`config.mk`:
```
export PLATFORM = sky130hd
export DESIGN_NAME = gait_inclination_detector_top
export DESIGN_NICKNAME = d
export VERILOG_FILES = /design/src/rtl/core/gid_pkg.sv /design/src/rtl/core/gid_calib.sv /design/src/rtl/core/gait_inclination_detector_top.sv
export SDC_FILE = /design/constraint.sdc
export NUM_CORES = 1
export LEC_CHECK = 0
export ABC_CLOCK_PERIOD_IN_PS = 24500
export BUFFER_PORTS_ARGS = -buffer_cell sky130_fd_sc_hd__buf_2
export CAP_MARGIN = 10
export CORE_MARGIN = 2
export CORE_UTILIZATION = 70
export DETAILED_ROUTE_END_ITERATION = 7
export HOLD_SLACK_MARGIN = 0.02
export PLACE_DENSITY = 0.88
export SLEW_MARGIN = 15
export SYNTH_ARGS = -nofsm -noshare
export SYNTH_HDL_FRONTEND = slang
export SYNTH_SLANG_ARGS = --single-unit
```
`constraint.sdc`:
```
create_clock -name i_clk -period 24.5 [get_ports i_clk]
set_clock_uncertainty 0.15 [all_clocks]
set_input_delay 1.225 -clock i_clk [delete_from_list [all_inputs] [get_ports i_clk]]
set_output_delay 1.225 -clock i_clk [all_outputs]
set_load 0.01 [all_outputs]
```
`src/rtl/core/gid_pkg.sv`:
```
package gid_pkg;

    // Number of strides that make up one calibration run.
    localparam int CAL_STEPS = 8;

    localparam int ANGLE_W = 16;
    localparam int THR_W   = 14;
    localparam int SUM_W   = 22;
    localparam int EST_W   = 2;
    localparam int CNT_W   = $clog2(CAL_STEPS + 1);

    localparam int CFG_IDX_W  = 1;
    localparam int CFG_DATA_W = THR_W;

    localparam logic [CFG_IDX_W-1:0] CFG_INCLINE_THR = 1'd0;
    localparam logic [CFG_IDX_W-1:0] CFG_DECLINE_THR = 1'd1;

    localparam logic [THR_W-1:0]   INCLINE_THR_RESET = 14'd1229;
    localparam logic [THR_W-1:0]   DECLINE_THR_RESET = 14'd3277;
    localparam logic [ANGLE_W-1:0] ANGLE_RESET       = 16'd8192;

    // Reciprocal division of a sum by a fixed stride count. With
    // K = SUM_W + ceil(log2(divisor)) and M = ceil(2^K / divisor), the
    // product of a SUM_W-bit magnitude and M shifted right by K is the exact
    // floor quotient.
    localparam int DIV_K = SUM_W + $clog2(CAL_STEPS);
    localparam int REC_W = DIV_K + 1;

    localparam longint unsigned ENTRY_RECIP_L =
        ((64'd1 << DIV_K) + 64'(CAL_STEPS) - 64'd1) / 64'(CAL_STEPS);
    localparam longint unsigned EXIT_RECIP_L =
        ((64'd1 << DIV_K) + 64'(CAL_STEPS) - 64'd2) / 64'(CAL_STEPS - 1);

    localparam logic [REC_W-1:0] ENTRY_RECIP = ENTRY_RECIP_L[REC_W-1:0];
    localparam logic [REC_W-1:0] EXIT_RECIP  = EXIT_RECIP_L[REC_W-1:0];

    typedef enum logic [EST_W-1:0] {
        EST_LEVEL   = 2'd0,
        EST_INCLINE = 2'd1,
        EST_DECLINE = 2'd2
    } t_estimate;

    typedef struct packed {
        logic signed [SUM_W-1:0] entry_sum;
        logic signed [SUM_W-1:0] exit_sum;
    } t_calib_sums;

    typedef struct packed {
        logic signed [ANGLE_W-1:0] entry_angle;
        logic signed [ANGLE_W-1:0] exit_angle;
    } t_calib_angles;

endpackage

```
`src/rtl/core/gid_calib.sv`:
```
module gid_calib (
    input  gid_pkg::t_calib_sums   i_sums,
    output gid_pkg::t_calib_angles o_angles
);

    localparam int PROD_W = gid_pkg::SUM_W + gid_pkg::REC_W;
    localparam int QUO_W  = gid_pkg::SUM_W + 1;

    logic [gid_pkg::SUM_W-1:0] entry_mag;
    logic [gid_pkg::SUM_W-1:0] exit_mag;
    logic [PROD_W-1:0]         entry_prod;
    logic [PROD_W-1:0]         exit_prod;
    logic signed [QUO_W-1:0]   entry_quo;
    logic signed [QUO_W-1:0]   exit_quo;

    function automatic logic signed [gid_pkg::ANGLE_W-1:0] sat_angle(
        input logic signed [QUO_W-1:0] value
    );
        logic signed [QUO_W-1:0] hi;
        logic signed [QUO_W-1:0] lo;
        hi = QUO_W'(32767);
        lo = -QUO_W'(32768);
        if (value > hi) begin
            return 16'sh7FFF;
        end else if (value < lo) begin
            return 16'sh8000;
        end
        return value[gid_pkg::ANGLE_W-1:0];
    endfunction

    // Divide the magnitude and restore the sign, which truncates toward zero.
    assign entry_mag = i_sums.entry_sum[gid_pkg::SUM_W-1] ?
                       gid_pkg::SUM_W'(-i_sums.entry_sum) : i_sums.entry_sum;
    assign exit_mag  = i_sums.exit_sum[gid_pkg::SUM_W-1] ?
                       gid_pkg::SUM_W'(-i_sums.exit_sum) : i_sums.exit_sum;

    assign entry_prod = PROD_W'(entry_mag) * PROD_W'(gid_pkg::ENTRY_RECIP);
    assign exit_prod  = PROD_W'(exit_mag) * PROD_W'(gid_pkg::EXIT_RECIP);

    always_comb begin
        entry_quo = $signed({1'b0, entry_prod[gid_pkg::DIV_K +: gid_pkg::SUM_W]});
        exit_quo  = $signed({1'b0, exit_prod[gid_pkg::DIV_K +: gid_pkg::SUM_W]});
        if (i_sums.entry_sum[gid_pkg::SUM_W-1]) begin
            entry_quo = -entry_quo;
        end
        if (i_sums.exit_sum[gid_pkg::SUM_W-1]) begin
            exit_quo = -exit_quo;
        end
        o_angles.entry_angle = sat_angle(entry_quo);
        o_angles.exit_angle  = sat_angle(exit_quo);
    end

endmodule

```
`src/rtl/core/gait_inclination_detector_top.sv`:
```
// Channel  | Direction | Handshake           | Payload
// ---------+-----------+---------------------+-----------------------------------
// sample   | in        | i_valid / o_stall   | i_stance, i_sensor_calibrating,
//          |           |                     | i_angle
// estimate | out       | o_valid / i_stall   | o_estimate
// config   | in        | i_cfg_we            | i_cfg_index, i_cfg_data
//
// Every accepted sample beat produces exactly one estimate beat in the next cycle, and a
// new sample can be taken in every cycle that o_stall is low: one beat per cycle then.
// The longest path is the reciprocal multiply of the registered calibration sums
// followed by the threshold compare.
// Reset is synchronous and active low; it restores the default thresholds and
// calibrated angles and leaves calibration marked as finished. The input stalls only
// while the result register is full and the output is stalled.
module gait_inclination_detector_top (
    input  logic                                 i_clk,
    input  logic                                 i_rst_n,
    input  logic                                 i_valid,
    output logic                                 o_stall,
    input  logic                                 i_stance,
    input  logic                                 i_sensor_calibrating,
    input  logic signed [gid_pkg::ANGLE_W-1:0]   i_angle,
    output logic                                 o_valid,
    input  logic                                 i_stall,
    output logic [gid_pkg::EST_W-1:0]            o_estimate,
    input  logic                                 i_cfg_we,
    input  logic [gid_pkg::CFG_IDX_W-1:0]        i_cfg_index,
    input  logic [gid_pkg::CFG_DATA_W-1:0]       i_cfg_data
);

    localparam int CMP_W = gid_pkg::ANGLE_W + 2;
    localparam logic [gid_pkg::CNT_W-1:0] CNT_FULL = gid_pkg::CNT_W'(gid_pkg::CAL_STEPS);

    // Threshold registers.
    logic [gid_pkg::THR_W-1:0] r_incline_thr;
    logic [gid_pkg::THR_W-1:0] r_decline_thr;

    // Detector state.
    logic                              r_last_stance;
    logic                              r_last_cal;
    logic                              r_last_should;
    logic                              r_given;
    gid_pkg::t_estimate                r_last_est;
    logic [gid_pkg::CNT_W-1:0]         r_step_count;
    logic signed [gid_pkg::SUM_W-1:0]  r_entry_sum;
    logic signed [gid_pkg::SUM_W-1:0]  r_exit_sum;
    logic signed [gid_pkg::ANGLE_W-1:0] r_entry_angle;
    logic signed [gid_pkg::ANGLE_W-1:0] r_exit_angle;

    // Result register.
    logic                       r_out_valid;
    gid_pkg::t_estimate         r_out_est;

    logic                              n_last_should;
    logic                              n_given;
    gid_pkg::t_estimate                n_last_est;
    logic [gid_pkg::CNT_W-1:0]         n_step_count;
    logic signed [gid_pkg::SUM_W-1:0]  n_entry_sum;
    logic signed [gid_pkg::SUM_W-1:0]  n_exit_sum;
    logic signed [gid_pkg::ANGLE_W-1:0] n_entry_angle;
    logic signed [gid_pkg::ANGLE_W-1:0] n_exit_angle;
    logic                              n_out_valid;

    logic                         accept;
    logic                         rising;
    logic                         falling;
    logic                         cal_fall;
    logic [gid_pkg::CNT_W-1:0]    count_base;
    logic signed [gid_pkg::SUM_W-1:0] entry_base;
    logic signed [gid_pkg::SUM_W-1:0] exit_base;
    logic signed [gid_pkg::SUM_W-1:0] angle_ext;
    logic                         calib_now;
    logic                         incline_hit;
    logic                         decline_hit;
    logic signed [CMP_W-1:0]      angle_cmp;
    logic signed [CMP_W-1:0]      incline_lim;
    logic signed [CMP_W-1:0]      decline_lim;

    gid_pkg::t_calib_sums   calib_sums;
    gid_pkg::t_calib_angles calib_angles;

    assign accept  = i_valid && !o_stall;
    assign o_stall = r_out_valid && i_stall;
    assign o_valid = r_out_valid;
    assign o_estimate = r_out_est;

    // The calibrated angles are always derived from the registered sums. On
    // the beat that closes a calibration run no angle is added, so the
    // registered sums are already final.
    assign calib_sums.entry_sum = r_entry_sum;
    assign calib_sums.exit_sum  = r_exit_sum;

    gid_calib u_calib (
        .i_sums   (calib_sums),
        .o_angles (calib_angles)
    );

    assign rising    = i_stance && !r_last_stance;
    assign falling   = !i_stance && r_last_stance;
    assign cal_fall  = r_last_cal && !i_sensor_calibrating;
    assign angle_ext = gid_pkg::SUM_W'(i_angle);

    always_comb begin
        // A falling calibrating flag restarts the run before this beat's
        // stance edge is counted.
        count_base = cal_fall ? '0 : r_step_count;
        entry_base = cal_fall ? '0 : r_entry_sum;
        exit_base  = cal_fall ? '0 : r_exit_sum;

        n_step_count = count_base;
        if (falling && (count_base < CNT_FULL)) begin
            n_step_count = count_base + gid_pkg::CNT_W'(1);
        end
        n_last_should = n_step_count < CNT_FULL;

        n_entry_sum = entry_base;
        n_exit_sum  = exit_base;
        if (n_last_should && rising) begin
            n_entry_sum = entry_base + angle_ext;
        end
        if (n_last_should && falling) begin
            n_exit_sum = exit_base + angle_ext;
        end

        calib_now     = !n_last_should && r_last_should;
        n_entry_angle = calib_now ? calib_angles.entry_angle : r_entry_angle;
        n_exit_angle  = calib_now ? calib_angles.exit_angle  : r_exit_angle;

        angle_cmp   = CMP_W'(i_angle);
        incline_lim = CMP_W'(n_entry_angle) - $signed(CMP_W'(r_incline_thr));
        decline_lim = CMP_W'(n_exit_angle)  - $signed(CMP_W'(r_decline_thr));
        incline_hit = rising && (angle_cmp < incline_lim);
        decline_hit = angle_cmp < decline_lim;

        // A rising edge opens a new stride; an incline there settles it. If
        // it did not, the following falling edge reports decline or level.
        n_given    = rising ? incline_hit : r_given;
        n_last_est = r_last_est;
        if (incline_hit) begin
            n_last_est = gid_pkg::EST_INCLINE;
        end else if (falling && !n_given) begin
            n_last_est = decline_hit ? gid_pkg::EST_DECLINE : gid_pkg::EST_LEVEL;
        end

        if (accept) begin
            n_out_valid = 1'b1;
        end else if (i_stall) begin
            n_out_valid = r_out_valid;
        end else begin
            n_out_valid = 1'b0;
        end
    end

    always_ff @(posedge i_clk) begin
        if (!i_rst_n) begin
            r_incline_thr <= gid_pkg::INCLINE_THR_RESET;
            r_decline_thr <= gid_pkg::DECLINE_THR_RESET;
        end else if (i_cfg_we) begin
            unique case (i_cfg_index)
                gid_pkg::CFG_INCLINE_THR: r_incline_thr <= i_cfg_data;
                gid_pkg::CFG_DECLINE_THR: r_decline_thr <= i_cfg_data;
                default: ;
            endcase
        end
    end

    always_ff @(posedge i_clk) begin
        if (!i_rst_n) begin
            r_last_stance <= 1'b1;
            r_last_cal    <= 1'b0;
            r_last_should <= 1'b0;
            r_given       <= 1'b1;
            r_last_est    <= gid_pkg::EST_LEVEL;
            r_step_count  <= CNT_FULL;
            r_entry_sum   <= '0;
            r_exit_sum    <= '0;
            r_entry_angle <= gid_pkg::ANGLE_RESET;
            r_exit_angle  <= gid_pkg::ANGLE_RESET;
            r_out_valid   <= 1'b0;
        end else begin
            r_out_valid <= n_out_valid;
            if (accept) begin
                r_last_stance <= i_stance;
                r_last_cal    <= i_sensor_calibrating;
                r_last_should <= n_last_should;
                r_given       <= n_given;
                r_last_est    <= n_last_est;
                r_step_count  <= n_step_count;
                r_entry_sum   <= n_entry_sum;
                r_exit_sum    <= n_exit_sum;
                r_entry_angle <= n_entry_angle;
                r_exit_angle  <= n_exit_angle;
            end
        end
    end

    always_ff @(posedge i_clk) begin
        if (accept) begin
            r_out_est <= n_last_est;
        end
    end

`ifndef SYNTHESIS
    // The step count never runs past a full calibration run.
    a_count_bound: assert property (@(posedge i_clk) disable iff (!i_rst_n)
        r_step_count <= CNT_FULL)
        else $error("step count beyond calibration length");

    // The calibration flag always agrees with the step count.
    a_should_count: assert property (@(posedge i_clk) disable iff (!i_rst_n)
        r_last_should == (r_step_count < CNT_FULL))
        else $error("calibration flag disagrees with step count");

    // Every accepted sample yields an estimate beat on the next cycle.
    a_result_follows: assert property (@(posedge i_clk) disable iff (!i_rst_n)
        accept |=> o_valid && (o_estimate == $past(n_last_est)))
        else $error("accepted sample produced no estimate");

    // An accepted incline always leaves the stride marked as settled.
    a_incline_given: assert property (@(posedge i_clk) disable iff (!i_rst_n)
        (accept && incline_hit) |=> r_given && (r_last_est == gid_pkg::EST_INCLINE))
        else $error("incline not recorded");
`endif

endmodule
```
==> results.sh, run 1 <==
export IMPL_clkTransAtPathRegs_ns=0.06
export IMPL_instances_no_fill=2390
export IMPL_async_flop_share_pct=0
export IMPL_cp_max_fo=11
export IMPL_port_buffers=41
export IMPL_power_mw=0.726
export IMPL_hold_path_class="reg2reg"
export IMPL_fin_crit_ns=14.64
export IMPL_seq_area_frac_synth_pct=14.1
export IMPL_r2r_end="r_last_est[1]"
export IMPL_crit_required_ns=24.71
export IMPL_status="finished clean"
export IMPL_hold_path_endpoint="r_exit_angle[14]"
export IMPL_peakVddDrop_v=0.0000408
export IMPL_wire_per_inst_um=18.5
export IMPL_powerDensity_nw_per_um2=41.0
export IMPL_grt_pass1_vias=15000
export IMPL_path_class="reg2reg"
export IMPL_grt_max_degree=93
export IMPL_setup_viol=0
export IMPL_drive_gt1_share_pct=6.57
export IMPL_dp_hpwl_um=34400
export IMPL_viasPerCell=6.31
export IMPL_drv_slew=0
export IMPL_area_growth_pct=5.75
export IMPL_die_height_um=159
export IMPL_cp_slowest_cell="nor4_1"
export IMPL_gp_congestion=1.06
export IMPL_cp_start_kind="flip-flop"
export IMPL_cts_made_buffers=17
export IMPL_mostFrequentLayoutCells="ha_1 (292), inv_1 (240), nand2_1 (222)"
export IMPL_drt_drc_violations_left=0
export IMPL_overflow=0
export IMPL_slowest_delay_ns=0.70
export IMPL_antenna_found_initial=0
export IMPL_synthTopCellsByArea="ha_1 (22%), dfxtp_1 (14%), fa_1 (12%)"
export IMPL_io_pins=42
export IMPL_critPathCaptureType="flip-flop"
export IMPL_syn_num_nets=2484
export IMPL_r2r_slack_ns=9.86
export IMPL_fin_crit_sh_pct=59.8
export IMPL_relSlewSlack_pct=29.2
export IMPL_worst_pin_slew_ns=1.06
export IMPL_cts_max_level=4
export IMPL_arrival_ns=14.86
export IMPL_post_cts_buffers=0
export IMPL_cpMostUsedCell="o21ai_0"
export IMPL_ys_flop_type="dfxtp_1"
export IMPL_max_freq_ghz=0.0683
export IMPL_die_w_um=159
export IMPL_rsz0062_at_grt="no"
export IMPL_wl_um=44300
export IMPL_rows=56
export IMPL_die_area_sq_um=25200
export IMPL_core_area_sq_um=23500
export IMPL_ys_seq_elements=117
export IMPL_synth_warnings=0
export IMPL_tns_ns=0
export IMPL_synth_cells=2057
export IMPL_cts_hold_buf=0
export IMPL_clock_root_buffer="clkbuf_16"
export IMPL_synth_top_cell_by_area="ha_1"
export IMPL_placed_cells=2358
export IMPL_drt_pre_antenna_iters=7
export IMPL_reg2regPathDepth=54
export IMPL_leakage_nw=8.89
export IMPL_worstHoldStart="r_exit_angle[14]"
export IMPL_clk_latency_ns=0.42
export IMPL_reg2reg_from="r_exit_sum[6]"
export IMPL_clock_path_buffers=2
export IMPL_syn_avg_cell_area_sq_um=8.14
export IMPL_cts_tree="yes"
export IMPL_cts_resized=0
export IMPL_antenna_diode_count=0
export IMPL_synth_edff_count=2
export IMPL_ant_nets=0
export IMPL_final_common_cell="ha_1"
export IMPL_final_nets=2485
export IMPL_synth_area_sq_um=16800
export IMPL_synth_top_area_share_pct=21.8
export IMPL_track_usage_pct=34.8
export IMPL_num_vias=15100
export IMPL_synth_distinct_cells=86
export IMPL_grt_pass1_wl_um=71900
export IMPL_clock_sinks=117
export IMPL_drv_cap=0
export IMPL_holdPathStages=2
export IMPL_drt_iter0_drc=1138
export IMPL_hold_viol=0
export IMPL_start_util_pct=71.4
[cell usage after synthesis, types with 47 or more instances]
library cell  count
inv_1           240
and2_1           53
nand2_1         222
xnor2_1          75
a21oi_1          97
a21boi_0         47
ha_1            292
dfxtp_1         115
nor2_1           89
nand3_1          50
clkbuf_1         57
nor2b_1          50
fa_1             97
o21ai_0          96
[final cells by class]
| cell class | count | area, sq um |
|---|---|---|
| Multi-Input combinational cell | 1631 | 13200 |
| Fill cell | 1695 | 5760 |
| Sequential cell | 117 | 2360 |
| Inverter | 240 | 901 |
| Clock buffer | 19 | 433 |
| Tap cell | 319 | 399 |
| Timing Repair Buffer | 51 | 280 |
| Clock inverter | 13 | 124 |
[where the power goes]
part / switching, mW / total (mW) / internal, mW
registers: 0.00493 / 0.202 / 0.198
logic: 0.177 / 0.285 / 0.109
clock network: 0.0980 / 0.239 / 0.141
total: 0.280 / 0.726 / 0.447
[metal layers]
metal / vias to the layer above / part of all wire (%) / track usage (%)
li1: 7171 / - / -
met1: 7158 / 40 / 41.5
met2: 599 / 49 / 62.3
met3: 152 / 5.7 / 3.68
met4: 0 / 4.9 / 16.8
met5: - / 0 / 0
[per-stage QoR]
| stage | instance area [sq um] | setup WS (ns) | utilization, % | hold WS [ns] |
|---|---|---|---|---|
| 6_report | 17700 | 9.86 | 75.5 | 0.312 |
| 4_1_cts | 17700 | 10.11 | 75.5 | 0.310 |
| 2_1_floorplan | 16800 | 11.83 | - | 0.279 |
| 3_5_place_dp | 17200 | 10.30 | 73.1 | 0.294 |
| 5_1_grt | 17700 | 9.01 | 75.5 | 0.330 |
| 3_3_place_gp | 17200 | 10.82 | 73.1 | 0.288 |
[logic make-up (layout without fill, tap and decap cells)]
kind of cell,count (synthesis),in the layout,synth area share (%)
buf+inv,309,323,7.08
compound gates,504,504,20.8
mux,9,9,0.620
simple gates,613,613,18.0
xor+xnor,116,116,6.06
flops,117,117,14.1
fa+ha+maj,389,389,33.4
[worst max-delay path, delay by kind of cell (launching register included)]
family / cells / cell delay, ns
adders and majority gates: 10 / 4.16
DFF: 1 / 0.37
and+or+nand+nor: 18 / 5.21
AOI/OAI and AO/OA: 22 / 4.45
buffers and inverters: 4 / 0.25
[state kept, by name (all words and copies together), names as in the netlist]
register       cells
o_estimate         2
o_valid            1
r_decline_thr     14
r_entry_angle     16
r_entry_sum       22
r_exit_angle      16
r_exit_sum        22
r_given            1
r_incline_thr     14
r_last_cal         1
r_last_est         2
r_last_should      1
r_last_stance      1
r_step_count       4
[how the worst max path moves through the flow]
stage	start	to	slack, ns	cells after the start
final	r_exit_sum[6]	r_last_est[1]	9.86	54
after global routing	r_exit_sum[6]	r_last_est[1]	9.01	56
after CTS	r_exit_sum[6]	r_last_est[1]	10.11	56
after detailed placement	r_exit_sum[6]	r_last_est[1]	10.30	54
after global placement	r_exit_sum[6]	r_last_est[1]	10.82	54
after floorplan	r_exit_sum[6]	r_last_est[1]	11.83	55
(Power assumes the default switching activity.)
==> run 2: changes to the inputs <==
--- a/config.mk
+++ b/config.mk
@@ -5,14 +5,14 @@
 export SDC_FILE = /design/constraint.sdc
 export NUM_CORES = 1
 export LEC_CHECK = 0
-export ABC_CLOCK_PERIOD_IN_PS = 24500
+export ABC_CLOCK_PERIOD_IN_PS = 15150
 export BUFFER_PORTS_ARGS = -buffer_cell sky130_fd_sc_hd__buf_2
 export CAP_MARGIN = 10
 export CORE_MARGIN = 2
-export CORE_UTILIZATION = 70
+export CORE_UTILIZATION = 66
 export DETAILED_ROUTE_END_ITERATION = 7
 export HOLD_SLACK_MARGIN = 0.02
-export PLACE_DENSITY = 0.88
+export PLACE_DENSITY = 0.84
 export SLEW_MARGIN = 15
 export SYNTH_ARGS = -nofsm -noshare
 export SYNTH_HDL_FRONTEND = slang
==> constraint.sdc (replaced) <==
create_clock -name i_clk -period 15.15 [get_ports i_clk]
set_clock_uncertainty 0.15 [all_clocks]
set_input_delay 0.7575 -clock i_clk [delete_from_list [all_inputs] [get_ports i_clk]]
set_output_delay 0.7575 -clock i_clk [all_outputs]
set_load 0.01 [all_outputs]
==> run 2 against run 1 <==
Power rose by 66%; worst hold slack got worse by 0.0064 ns; via count shrank 2.1%; sequential power grew 62%; count of clock-buffer cells in the layout down 2; die area grew 5.9%; core utilization fell by 4.2 points; global-route usage decreased by 1.8 points; critical path depth grew 3; maximum frequency grew 3.1%; register-to-register slack got worse by 8.9 ns; critical endpoint unchanged; largest power group unchanged.
==> results.sh, run 2 (same netlist as run 1, synthesis figures left out) <==
export IMPL_grt_max_degree=90
export IMPL_drive_gt1_share_pct=7.23
export IMPL_reg2regPathDepth=57
export IMPL_cp_start_kind="flip-flop"
export IMPL_final_common_cell="ha_1"
export IMPL_port_buffers=41
export IMPL_antenna_diode_count=0
export IMPL_max_freq_ghz=0.0704
export IMPL_die_area_sq_um=26700
export IMPL_core_area_sq_um=25000
export IMPL_top_regs="r_entry_sum x22, r_exit_sum x22"
export IMPL_hold_path_class="reg2reg"
export IMPL_wire_per_inst_um=18.0
export IMPL_cts_hold_buf=0
export IMPL_ant_nets=0
export IMPL_num_vias=14800
export IMPL_drv_slew=0
export IMPL_fin_crit_sh_pct=93.8
export IMPL_drt_pre_antenna_iters=7
export IMPL_nFillCells=1945
export IMPL_rsz0062_at_grt="no"
export IMPL_drv_cap=0
export IMPL_antenna_found_initial=1
export IMPL_overflow=0
export IMPL_clkTransAtPathRegs_ns=0.06
export IMPL_crit_required_ns=15.35
export IMPL_io_pins=42
export IMPL_peakVddDrop_v=0.0000655
export IMPL_hold_slack_ns=0.305
export IMPL_area_growth_pct=6.59
export IMPL_cp_slowest_cell="or4_1"
export IMPL_drt_drc_violations_left=0
export IMPL_cts_tree="yes"
export IMPL_regArea_sq_um=2360
export IMPL_cpMostUsedCell="a21oi_1"
export IMPL_critPathCaptureType="flip-flop"
export IMPL_powerDensity_nw_per_um2=67.5
export IMPL_die_w_um=163
export IMPL_wl_um=43300
export IMPL_leakage_nw=8.94
export IMPL_final_nets=2489
export IMPL_clock_sinks=117
export IMPL_clk_latency_ns=0.42
export IMPL_grt_pass1_vias=14600
export IMPL_path_class="reg2reg"
export IMPL_cp_max_fo=11
export IMPL_slowest_delay_ns=0.57
export IMPL_tns_ns=0
export IMPL_setup_viol=0
export IMPL_hold_viol=0
export IMPL_arrival_ns=14.41
export IMPL_track_usage_pct=33.0
export IMPL_grt_pass1_wl_um=70900
export IMPL_rows=58
export IMPL_status="finished clean"
export IMPL_fin_crit_ns=14.21
export IMPL_multi_input_comb_area_sq_um=13300
export IMPL_gp_congestion=0.958
export IMPL_mostFrequentLayoutCells="ha_1 (292), inv_1 (240), nand2_1 (222)"
export IMPL_drt_iter0_drc=959
export IMPL_viasPerCell=6.14
export IMPL_cts_made_buffers=17
export IMPL_start_util_pct=66.9
export IMPL_dp_hpwl_um=33800
export IMPL_relSlewSlack_pct=29.6
export IMPL_clock_root_buffer="clkbuf_16"
export IMPL_cts_max_level=4
export IMPL_die_height_um=163
export IMPL_holdPathStages=2
export IMPL_clock_path_buffers=2
export IMPL_worst_pin_slew_ns=1.05
-- run 2: changes by cell type in the layout (fill, tap and decap cells not counted), moves of 2 or more --
cell | previous run | this run
clkinv_4 | 5 | 3
clkbuf_1 | 2 | 0
nor4_2 | 2 | 4
o21ai_1 | 10 | 12
buf_4 | 10 | 14
nor4_1 | 11 | 8
inv_6 | 3 | 7
o21ai_0 | 94 | 92
-- run 2: critical path, delay by kind of cell (launching register included) --
| kind | cells | cell delay [ns] |
|---|---|---|
| simple gates | 13 | 2.84 |
| fa+ha+maj | 11 | 4.22 |
| compound gates | 28 | 6.07 |
| xor+xnor | 1 | 0.26 |
| flops | 1 | 0.37 |
| buf+inv | 4 | 0.22 |
-- run 2: cell type report --
type / instances / share of cell area, %
Clock inverter: 15 / 0.939
Tap cell: 330 / 2.31
Inverter: 240 / 5.04
Sequential cell: 117 / 13.2
Timing Repair Buffer: 55 / 1.74
Clock buffer: 17 / 2.38
Multi-Input combinational cell: 1631 / 74.4
-- run 2: where the power goes --
group / leakage [nW] / internal, mW / switching (mW)
sequential: 0.955 / 0.319 / 0.00775
combinational: 7.70 / 0.179 / 0.286
clock: 0.286 / 0.246 / 0.167
-- run 2: routing by layer --
metal | vias to the layer above | track usage (%) | part of all wire [%]
li1 | 7157 | - | -
met4 | 2 | 14.2 | 4.5
met5 | - | 0 | 0.030
met2 | 485 | 58.3 | 49
met1 | 7016 | 40.7 | 41
met3 | 110 | 3.40 | 5.5
-- run 2: timing repair --
item	CTS	global route
endpoints found under the setup margin	0	2
gates resized for setup	0	12
buffers inserted	0	3
-- run 2: worst paths after layout --
| check | start | slack [ns] | end |
|---|---|---|---|
| setup / recovery | r_exit_sum[6] | 0.94 | r_last_est[1] |
| hold / removal | r_exit_angle[4] | 0.31 | r_exit_angle[4] |
| setup reg to reg | r_exit_sum[6] | 0.94 | r_last_est[1] |
| hold reg to reg | r_exit_angle[4] | 0.31 | r_exit_angle[4] |
-- run 2: stage by stage --
| step | std cells | area, sq um | utilization, % | setup slack [ns] | power, mW |
|---|---|---|---|---|---|
| 2_1_floorplan | 2057 | 16800 | - | 2.48 | 0.671 |
| 3_3_place_gp | 2370 | 17200 | 68.6 | 1.50 | 0.765 |
| 3_5_place_dp | 2370 | 17200 | 68.6 | 0.882 | 0.779 |
| 4_1_cts | 2402 | 17800 | 71.0 | 0.811 | 1.19 |
| 5_1_grt | 2405 | 17900 | 71.3 | 0.0272 | 1.27 |
| 6_report | 2405 | 17900 | 71.3 | 0.941 | 1.21 |
==> run 3: changes to the inputs <==
--- a/config.mk
+++ b/config.mk
@@ -12,6 +12,7 @@
 export CORE_UTILIZATION = 66
 export DETAILED_ROUTE_END_ITERATION = 7
 export HOLD_SLACK_MARGIN = 0.02
+export MAX_ROUTING_LAYER = met4
 export PLACE_DENSITY = 0.84
 export SLEW_MARGIN = 15
 export SYNTH_ARGS = -nofsm -noshare
==> run 3 against run 2 <==
Non-clock buffer count is 2 lower; critical path type unchanged; clock power is 4% higher; final cell count hardly changed; design area is 0.10% higher; maximum frequency is 0.89% higher; count of clock-buffer cells in the layout stayed put; sequential power hardly changed; global-route usage is 1.5 points higher; critical endpoint unchanged; combinational power hardly changed; flip-flop and latch count stayed put.
==> results.sh, run 3 (same netlist as run 1, synthesis figures left out) <==
export IMPL_num_vias=14800
export IMPL_fin_util_pct=71.4
export IMPL_clkTransAtPathRegs_ns=0.06
export IMPL_core_area_sq_um=25000
export IMPL_grt_pass1_wl_um=71800
export IMPL_setup_viol=0
export IMPL_multi_input_comb_area_sq_um=13300
export IMPL_cp_max_fo=15
export IMPL_nFillCells=1932
export IMPL_grt_max_degree=96
export IMPL_drv_cap=0
export IMPL_use_met2_pct=58.2
export IMPL_fin_crit_sh_pct=93.0
export IMPL_area_growth_pct=6.71
export IMPL_port_buffers=41
export IMPL_start_util_pct=66.9
export IMPL_regArea_sq_um=2360
export IMPL_holdPathStages=2
export IMPL_slowest_delay_ns=0.57
export IMPL_fin_crit_ns=14.08
export IMPL_worst_pin_slew_ns=0.920
export IMPL_max_freq_ghz=0.0710
export IMPL_drv_slew=0
export IMPL_cts_tree="yes"
export IMPL_antenna_found_initial=1
export IMPL_track_usage_pct=34.5
export IMPL_grt_busiest_layer="met2"
export IMPL_final_nets=2487
export IMPL_grt_use_met1_pct=40.2
export IMPL_io_pins=42
export IMPL_leakage_nw=8.95
export IMPL_crit_required_ns=15.37
export IMPL_die_height_um=163
export IMPL_hold_viol=0
export IMPL_status="finished clean"
export IMPL_wl_um=44100
export IMPL_arrival_ns=14.30
export IMPL_tns_ns=0
export IMPL_dp_hpwl_um=34600
export IMPL_drt_pre_antenna_iters=6
export IMPL_grt_pass1_vias=14800
export IMPL_cp_start_kind="flip-flop"
export IMPL_clk_latency_ns=0.43
export IMPL_cts_max_level=4
export IMPL_clock_path_buffers=2
export IMPL_die_w_um=163
export IMPL_rows=58
export IMPL_top_regs="r_entry_sum x22, r_exit_sum x22"
export IMPL_die_area_sq_um=26700
export IMPL_drive_gt1_share_pct=7.24
export IMPL_critPathCaptureType="flip-flop"
export IMPL_drt_iter0_drc=902
export IMPL_wire_per_inst_um=18.3
export IMPL_overflow=0
export IMPL_drt_drc_violations_left=0
export IMPL_cts_hold_buf=0
export IMPL_mostFrequentLayoutCells="ha_1 (292), inv_1 (240), nand2_1 (222)"
export IMPL_peakVddDrop_v=0.0000680
export IMPL_path_class="reg2reg"
export IMPL_final_common_cell="ha_1"
export IMPL_reg2regPathDepth=57
export IMPL_clock_sinks=117
export IMPL_hold_path_class="reg2reg"
export IMPL_ant_nets=0
export IMPL_clock_root_buffer="clkbuf_16"
export IMPL_met3_usage_pct=4.82
export IMPL_gp_congestion=0.958
export IMPL_powerDensity_nw_per_um2=68.3
export IMPL_rsz0062_at_grt="no"
export IMPL_relSlewSlack_pct=38.2
export IMPL_cp_slowest_cell="or4_1"
export IMPL_viasPerCell=6.16
export IMPL_cts_made_buffers=17
## run 3: cell type report
cell class	instances	area share (%)
inverters	240	5.04
well taps	330	2.31
multi-input cells	1631	74.3
diodes	1	0.0140
flip-flops and latches	117	13.2
repair buffers	53	1.65
clock inverters	15	1.08
clock buffers	17	2.38
## run 3: repair_timing
item,in CTS,in global routing
setup buffers,0,0
gates resized for setup,0,14
endpoints found under the setup margin,0,2
## run 3: metrics by stage
| stage | instance area (sq um) | power (mW) | hold WS [ns] | setup slack (ns) | std cells |
|---|---|---|---|---|---|
| final | 17900 | 1.22 | 0.309 | 1.07 | 2404 |
| after global routing | 17900 | 1.29 | 0.334 | 0.0383 | 2404 |
| after CTS | 17800 | 1.21 | 0.308 | 0.864 | 2403 |
| after detailed placement | 17200 | 0.782 | 0.295 | 0.963 | 2371 |
| after global placement | 17200 | 0.768 | 0.287 | 1.38 | 2371 |
| after floorplan | 16800 | 0.671 | 0.279 | 2.48 | 2057 |
## run 3: critical path: cells and delay by family, from the launching register on
kind                       cells  cell delay, ns
buffers and inverters          4            0.21
adders and majority gates     11            4.17
and+or+nand+nor               14            2.88
DFF                            1            0.36
xor gates and xnor gates       2            0.46
AOI/OAI and AO/OA             26            5.77
## run 3: worst paths after layout
check                       start              end  slack (ns)
setup reg to reg    r_exit_sum[6]    r_last_est[1]        1.07
setup / recovery    r_exit_sum[6]    r_last_est[1]        1.07
hold reg to reg   r_exit_angle[5]  r_exit_angle[5]        0.31
hold / removal    r_exit_angle[5]  r_exit_angle[5]        0.31
## run 3: metal layers
layer  wire length (um)  part of all wire (%)
met1              18200                    41
met4               2270                   5.1
met3               2300                   5.2
met2              21300                    48
met5                  0                     0
## run 3: power breakdown
part / switching (mW) / internal [mW] / leakage [nW]
clock: 0.166 / 0.263 / 0.301
sequential: 0.00810 / 0.319 / 0.955
combinational: 0.287 / 0.177 / 7.70
